===== src/rtl/nsc_ram.sv =====
// nsc_ram: generic single-write, single-read RAM with registered read data.
// No dependencies.
module nsc_ram #(
    parameter int WIDTH = 8,
    parameter int DEPTH = 128
) (
    input  logic                     i_clk,
    input  logic                     i_we,
    input  logic [$clog2(DEPTH)-1:0] i_waddr,
    input  logic [WIDTH-1:0]         i_wdata,
    input  logic [$clog2(DEPTH)-1:0] i_raddr,
    output logic [WIDTH-1:0]         o_rdata
);

    logic [WIDTH-1:0] r_mem [DEPTH];
    logic [WIDTH-1:0] r_rdata;

    always_ff @(posedge i_clk) begin
        if (i_we) begin
            r_mem[i_waddr] <= i_wdata;
        end
        r_rdata <= r_mem[i_raddr];
    end

    assign o_rdata = r_rdata;

endmodule


===== config.mk =====
export PLATFORM = sky130hd
export DESIGN_NAME = nsc_ram
export DESIGN_NICKNAME = d
export VERILOG_FILES = /design/src/rtl/nsc_ram.sv
export SDC_FILE = /design/constraint.sdc
export NUM_CORES = 1
export LEC_CHECK = 0
export BUFFER_PORTS_ARGS = -buffer_cell sky130_fd_sc_hd__buf_4
export CAP_MARGIN = 5
export CORE_ASPECT_RATIO = 1.4
export CORE_MARGIN = 2
export CORE_UTILIZATION = 30
export CTS_CLUSTER_SIZE = 20
export DETAILED_ROUTE_END_ITERATION = 12
export MAX_ROUTING_LAYER = met4
export PLACE_DENSITY = 0.46
export REMOVE_ABC_BUFFERS = 1
export SLEW_MARGIN = 15
export SYNTH_ARGS = -nofsm -noshare
export SYNTH_HDL_FRONTEND = slang
export SYNTH_SLANG_ARGS = --single-unit

===== constraint.sdc =====
create_clock -name i_clk -period 7.4 [get_ports i_clk]
set_input_delay 1.11 -clock i_clk [delete_from_list [all_inputs] [get_ports i_clk]]
set_output_delay 1.11 -clock i_clk [all_outputs]
set_load 0.05 [all_outputs]

==> flow_summary.ini, run 1 <==
[grt]
track_usage_pct = 15.78
grt_overflow = 0
grt_pass1_wl_um = 146000
grt_pass1_vias = 18550
grt_max_degree = 112
antenna_found_initial = 6

[place]
pre_cts_ws_ns = 2.730
placed_area_sq_um = 42090
place.port_buffers = 31
hpwl_um = 64330
gp_congestion = 0.7561

[pwr]
peakVddDrop_v = 0.0001804
p_per_area_nw_per_um2 = 269.9
power_leakage_uw = 0.01351

[setup_path]
cp_slowest_cell = buf_4
crit_type = input port to flip-flop
crit_top_cell = mux4_2
worstPathRequired_ns = 8.00
cp_cell_sequence = buf_8 -> buf_4 -> mux4_2 -> mux4_2 -> mux4_2 -> mux2_2
startpoint_type = input port
crit_path_max_incr_delay_ns = 0.66
endpoint_kind = flip-flop
crit_fanout = 57
r2r_slack_ns = 4.92
worstPathArrival_ns = 4.48

[timing]
fmax_mhz = 257.8
rsz0062_at_grt = no
skew_ns = 0.02922
fin_ws_ns = 3.521
max_slew_margin_pct = 23.37
worstMarginPinSlew_ns = 1.145
fin_crit_sh_pct = 52.42
fin_crit_ns = 3.879
setup_viol = 0
hold_violations = 0
slew_viol_final = 0
fin_tns_setup_ns = 0

[clock_network]
clock_latency_ns = 0.71
clock-sinks = 1032
cts_resized = 0
clockRootBuffer = clkbuf_16
htreeDepth = 3
path_clk_slew_ns = 0.07
ctsHoldBuffers = 0
post_cts_buffers = 0
clockBufferDepth = 3
cts_tree = built
cts_made_buffers = 101

[route]
drt_iter0_markers = 1544
vias_per_cell = 4.858
first_pass_iters = 5
wl_per_cell_um = 28.88
dr_total_vias = 17280
ant_nets = 0
drc = 0
wirelength_um = 102700

[logic_synthesis]
synth.distinct_cells = 17
synth_area_sq_um = 39670
synth-seq-cells = 1032
synth_seq_area_share_pct = 77.93
netlist_instances = 1635
syn_avg_cell_area_sq_um = 24.26
yosysWarnings = 0

[layout]
drive_gt1_share_pct = 31.32
areaGrowthSynthToFinish_pct = 14.34
fin_util_pct = 34.61
final_cell_area_sq_um = 45350
fillers = 12070
layout.nets = 1742

[floorplan]
ioPinCount = 32
fp-row-count = 157
die_x_um = 311.3
start_util_pct = 30.27
core_sq_um = 131000
die-area_sq_um = 135200
die_h_um = 434.2

[flow_run]
maxCapViolations = 0

[worst_hold_path]
holdCritPathClass = input port to flip-flop

[outcome]
status = complete, no violations
## cell usage after synthesis
cell type	number	area, sq um
buf_6	1	11.26
nor2_1	122	457.9
nand2_1	14	52.55
nand2b_1	2	12.51
or3_1	1	6.260
buf_2	15	75.07
nor2b_1	7	43.79
nand3_1	12	60.06
edfxtp_1	1024	30750
mux4_2	336	7567
mux2_2	8	90.09
buf_1	18	67.56
nor3_1	9	45.04
dfxtp_1	8	160.2
buf_4	11	82.58
nand4_1	3	18.77
clkbuf_1	44	165.2
## cells by family after synthesis
kind of cell / synth area share [%]
DFF: 77.93
buffers and inverters: 1.013
muxes: 19.30
and+or+nand+nor: 1.757
## per-stage QoR
step	cells	total power, uW	hold slack [ns]
after floorplan	1546	6862	1.074
after global placement	3364	7256	1.169
after detailed placement	3364	7265	1.145
after CTS	3553	12380	0.7093
after global routing	3557	12600	0.7626
final	3557	12240	0.7657
## state kept, by name, summed over array words and instances (netlist names)
signal / cells
r_mem: 1024
o_rdata: 8
## cell usage in the layout, fill, tap and decap left out
| cell type | netlist | layout |
|---|---|---|
| edfxtp_1 | 1024 | 1024 |
| mux4_2 | 336 | 336 |
| nor2_1 | 122 | 118 |
| clkbuf_16 | 0 | 104 |
| buf_4 | 11 | 61 |
| clkinv_1 | 0 | 24 |
| clkbuf_1 | 44 | 23 |
| nand2_1 | 14 | 14 |
| clkinv_2 | 0 | 13 |
| nand3_1 | 12 | 12 |
| mux2_2 | 8 | 8 |
| clkinvlp_4 | 0 | 8 |
| bufinv_16 | 0 | 8 |
| dfxtp_1 | 8 | 8 |
| nor2b_1 | 7 | 7 |
| nor3_2 | 0 | 6 |
| buf_12 | 0 | 5 |
| diode_2 | 0 | 4 |
| nor2_2 | 0 | 4 |
| clkbuf_8 | 0 | 4 |
| nand4_1 | 3 | 3 |
| nor3_1 | 9 | 3 |
| inv_6 | 0 | 3 |
| nand2b_1 | 2 | 2 |
| buf_8 | 0 | 2 |
| or3_1 | 1 | 1 |
| clkinv_4 | 0 | 1 |
| clkinv_8 | 0 | 1 |
| buf_6 | 1 | 1 |
## worst max-delay path, delay by kind of cell
family	cells	cell delay (ns)
mux	4	2.00
buf+inv	2	1.14
## final cells by class
class / instances / area [sq um] / share of cell area [%]
Timing Repair Buffer: 69 / 599.3 / 1.321
Clock buffer: 131 / 2744 / 6.050
Tap cell: 1749 / 2188 / 4.825
Antenna cell: 4 / 10.01 / 0.02207
Sequential cell: 1032 / 30910 / 68.15
Clock inverter: 58 / 506.7 / 1.117
Multi-Input combinational cell: 514 / 8394 / 18.51
## layer usage
layer / vias up / GRT usage (%) / wire (um)
li1: 7198 / - / -
met1: 9549 / 17.40 / 38480
met5: - / - / 0
met3: 125 / 1.960 / 3680
met2: 407 / 29.08 / 57430
met4: 0 / 5.837 / 3130
## power by group
group | total [uW] | internal (uW) | switching [uW]
Clock | 5120 | 2890 | 2230
Sequential | 6480 | 6450 | 23.3
Combinational | 639 | 243 | 396
Total | 12200 | 9590 | 2650
## final timing paths
check                     from            to  depth (start not counted)
setup / recovery    i_raddr[0]    o_rdata[2]                          6
hold / removal      i_wdata[5]  r_mem[23][5]                          1
setup reg to reg  r_mem[31][1]    o_rdata[1]                          4
hold reg to reg   r_mem[34][5]    o_rdata[5]                          4
Power figures use the tool's default switching activity.
==> inputs of run 2 (changes only) <==
- ABC_AREA: default -> 1
- PLACE_DENSITY: 0.46 -> 0.47
- clock period: 7.4 -> 3.4 ns (I/O delays scaled with it)
==> run 2 against run 1 <==
  * Critical endpoint is now r_mem[77][2]
  * Wire length up 21%
  * Cell count increased by 55%
  * Utilization decreased by 0.21 points
  * Non-clock buffer count is 108 higher
  * Cell area grew 5.6%
  * Worst setup slack got worse by 2.4 ns
  * Die area grew 6.1%
==> flow_summary.ini, run 2 <==
[route]
vias_per_cell = 4.872
wl_met1_um = 51460
wl_met3_um = 4683
drt_iter0_markers = 2077
dr_wl_met2_um = 64640
drc = 0
ant_nets = 0
first_pass_iters = 7
routed.top_layer = met4
wirelength_um = 124400
wl_per_cell_um = 22.61
dr_total_vias = 26810

[floorplan]
core_sq_um = 139300
fp-row-count = 162
die_x_um = 320.6
die-area_sq_um = 143400
ioPinCount = 32
die_h_um = 447.3
start_util_pct = 30.24

[outcome]
status = complete, no violations

[layout]
largest_register_ffs = 1024
drive_gt1_share_pct = 8.221
layout.nets = 3641
final_common_cell = nand2_1
mostFrequentLayoutCells = nand2_1 (1,215), edfxtp_1 (1,024), nand3_1 (931)
fin_cells = 5503
largest-register = r_mem
areaGrowthSynthToFinish_pct = 13.77
fin_util_pct = 34.40

[setup_path]
regToRegEndpoint = o_rdata[2]
rr_startpoint = r_mem[47][2]
critPathLaunch = i_waddr[3]
r2r_slack_ns = 1.70
cp-endpoint = r_mem[77][2]
crit_buf_inv = 2
cp_cell_sequence = buf_4 -> inv_1 -> nor2_1 -> nand3_1 -> nor2_1
startpoint_type = input port
worstPathRequired_ns = 3.73
cp_top_family = simple AND/OR/NAND/NOR gates
endpoint_kind = flip-flop
crit_type = input port to flip-flop
r2r_cells = 10
cp_slowest_cell = nor2_1
crit_top_cell = nor2_1
crit_path_max_incr_delay_ns = 0.74
worstPathArrival_ns = 2.60
crit_fanout = 8
cp.depth = 5

[timing]
hold_violations = 0
rsz0062_at_grt = no
fin_crit_sh_pct = 66.90
setup_viol = 0
fin_crit_ns = 2.275
fin_tns_setup_ns = 0
skew_ns = 0.02579
worstMarginPinSlew_ns = 1.158
max_slew_margin_pct = 22.82
fmax_mhz = 439.7
fin_ws_ns = 1.125
slew_viol_final = 0

[logic_synthesis]
synth_mux_area_share_pct = 0
synthXorXnorAreaFrac_pct = 0
synth-compound-area-share_pct = 0
synth_edf_count = 1024
synth.distinct_cells = 14
synth.top_cells.by_area = edfxtp_1 (73%), nand3_1 (11%), nand2_1 (11%)
synth_area_sq_um = 42100
yosys_most_used_dff = edfxtp_1
synth_common_cells = nand2_1 (1,215), edfxtp_1 (1,024), nand3_1 (931), nor2_1 (134), buf_2 (121)
synth_seq_area_share_pct = 73.41
post-synth-top-area-cell = edfxtp_1
synth_top_family_by_area = simple AND/OR/NAND/NOR gates
syn_avg_cell_area_sq_um = 11.78
synth_top_area_share_pct = 73.03
synth-simple-area-share_pct = 23.19
yosysWarnings = 0
synthArstFlopShare_pct = 0
yosysMostFrequentCell = nand2_1
synth_fa_ha_area_share_pct = 0
netlist_instances = 3575
synth-seq-cells = 1032

[flow_run]
maxCapViolations = 0

[grt]
grt_overflow = 0
antenna_found_initial = 2
track_usage_pct = 17.79
grt_pass1_wl_um = 182400
grt_pass1_vias = 26650
grt_max_degree = 129

[pwr]
pwr-share-comb_pct = 6.7
p_sw_uw = 6102
power_leakage_uw = 0.01672
p_seq_share_pct = 52.5
internal-power_uw = 20710
switching_share_pct = 22.75
peakVddDrop_v = 0.0003202
clockPowerShare_pct = 40.8
p_per_area_nw_per_um2 = 559.8

[clock_network]
clock-sinks = 1032
htreeDepth = 3
post_cts_buffers = 0
path_clk_slew_ns = 0.06
cts_resized = 0
cts_made_buffers = 94
clockBufferDepth = 3
cts_tree = built
clockRootBuffer = clkbuf_16
ctsHoldBuffers = 0
clock_latency_ns = 0.70

[place]
place.port_buffers = 31
gp_congestion = 0.8042
dp_cells = 5325
hpwl_um = 73790
pre_cts_ws_ns = 0.4663

[worst_hold_path]
holdCritPathClass = input port to flip-flop
-- run 2: cell count changes in the layout (fill, tap and decap cells not counted), sizes merged, moves of 4 or more --
| cell | change |
|---|---|
| nand2 | +1201 |
| nand3 | +919 |
| mux4 | -336 |
| buf | +108 |
| inv | +24 |
| nor2 | +12 |
| clkinvlp | -8 |
| mux2 | -8 |
| nor2b | -7 |
| clkinv | -6 |
| bufinv | +4 |
-- run 2: metrics by stage --
step | hold slack [ns] | total power, uW | area [sq um]
after floorplan | 0.6089 | 15080 | 40770
after global routing | 0.1259 | 27660 | 47900
after detailed placement | 0.8547 | 16180 | 44780
after CTS | 0.08896 | 27110 | 47900
final | 0.1582 | 26820 | 47900
after global placement | 0.8613 | 16180 | 44780
-- run 2: kinds of logic after synthesis --
| group | count (synthesis) |
|---|---|
| buf+inv | 255 |
| flops | 1032 |
| simple gates | 2288 |
-- run 2: worst register-to-register path: cells and delay by family (launching register included) --
family / cells / cell delay (ns)
simple gates: 10 / 1.22
flops: 1 / 0.37
-- run 2: per-layer routing --
| layer | track usage (%) | vias to the layer above |
|---|---|---|
| met5 | - | - |
| met4 | 5.760 | 0 |
| met3 | 2.217 | 179 |
| met2 | 30.90 | 610 |
| met1 | 21.46 | 13350 |
| li1 | - | 12670 |
-- run 2: how the worst min path moves through the flow --
stage	slack, ns	depth (start not counted)	start	to
3_5_place_dp	0.85	3	i_raddr[6]	o_rdata[7]
5_1_grt	0.13	3	i_raddr[6]	o_rdata[0]
6_report	0.16	3	i_raddr[6]	o_rdata[0]
2_1_floorplan	0.61	0	i_wdata[0]	r_mem[0][0]
3_3_place_gp	0.86	3	i_raddr[6]	o_rdata[2]
4_1_cts	0.09	3	i_raddr[6]	o_rdata[0]
-- run 2: power by group through the flow --
stage	clock network, uW	logic [uW]	registers, uW
5_1_grt	11600	1970	14100
4_1_cts	11200	1840	14100
2_1_floorplan	0	702	14400
3_5_place_dp	0	1840	14300
3_3_place_gp	0	1830	14300
6_report	10900	1800	14100
-- run 2: area by class of cell --
type | count | area (sq um)
timing repair buffer | 177 | 1734
clock buffer | 129 | 2579
fill | 13750 | 91350
multi-input combinational | 2288 | 9763
sequential | 1032 | 30910
inverter | 24 | 116.4
clock inverter | 48 | 539.3
tap | 1804 | 2257
antenna | 1 | 2.502
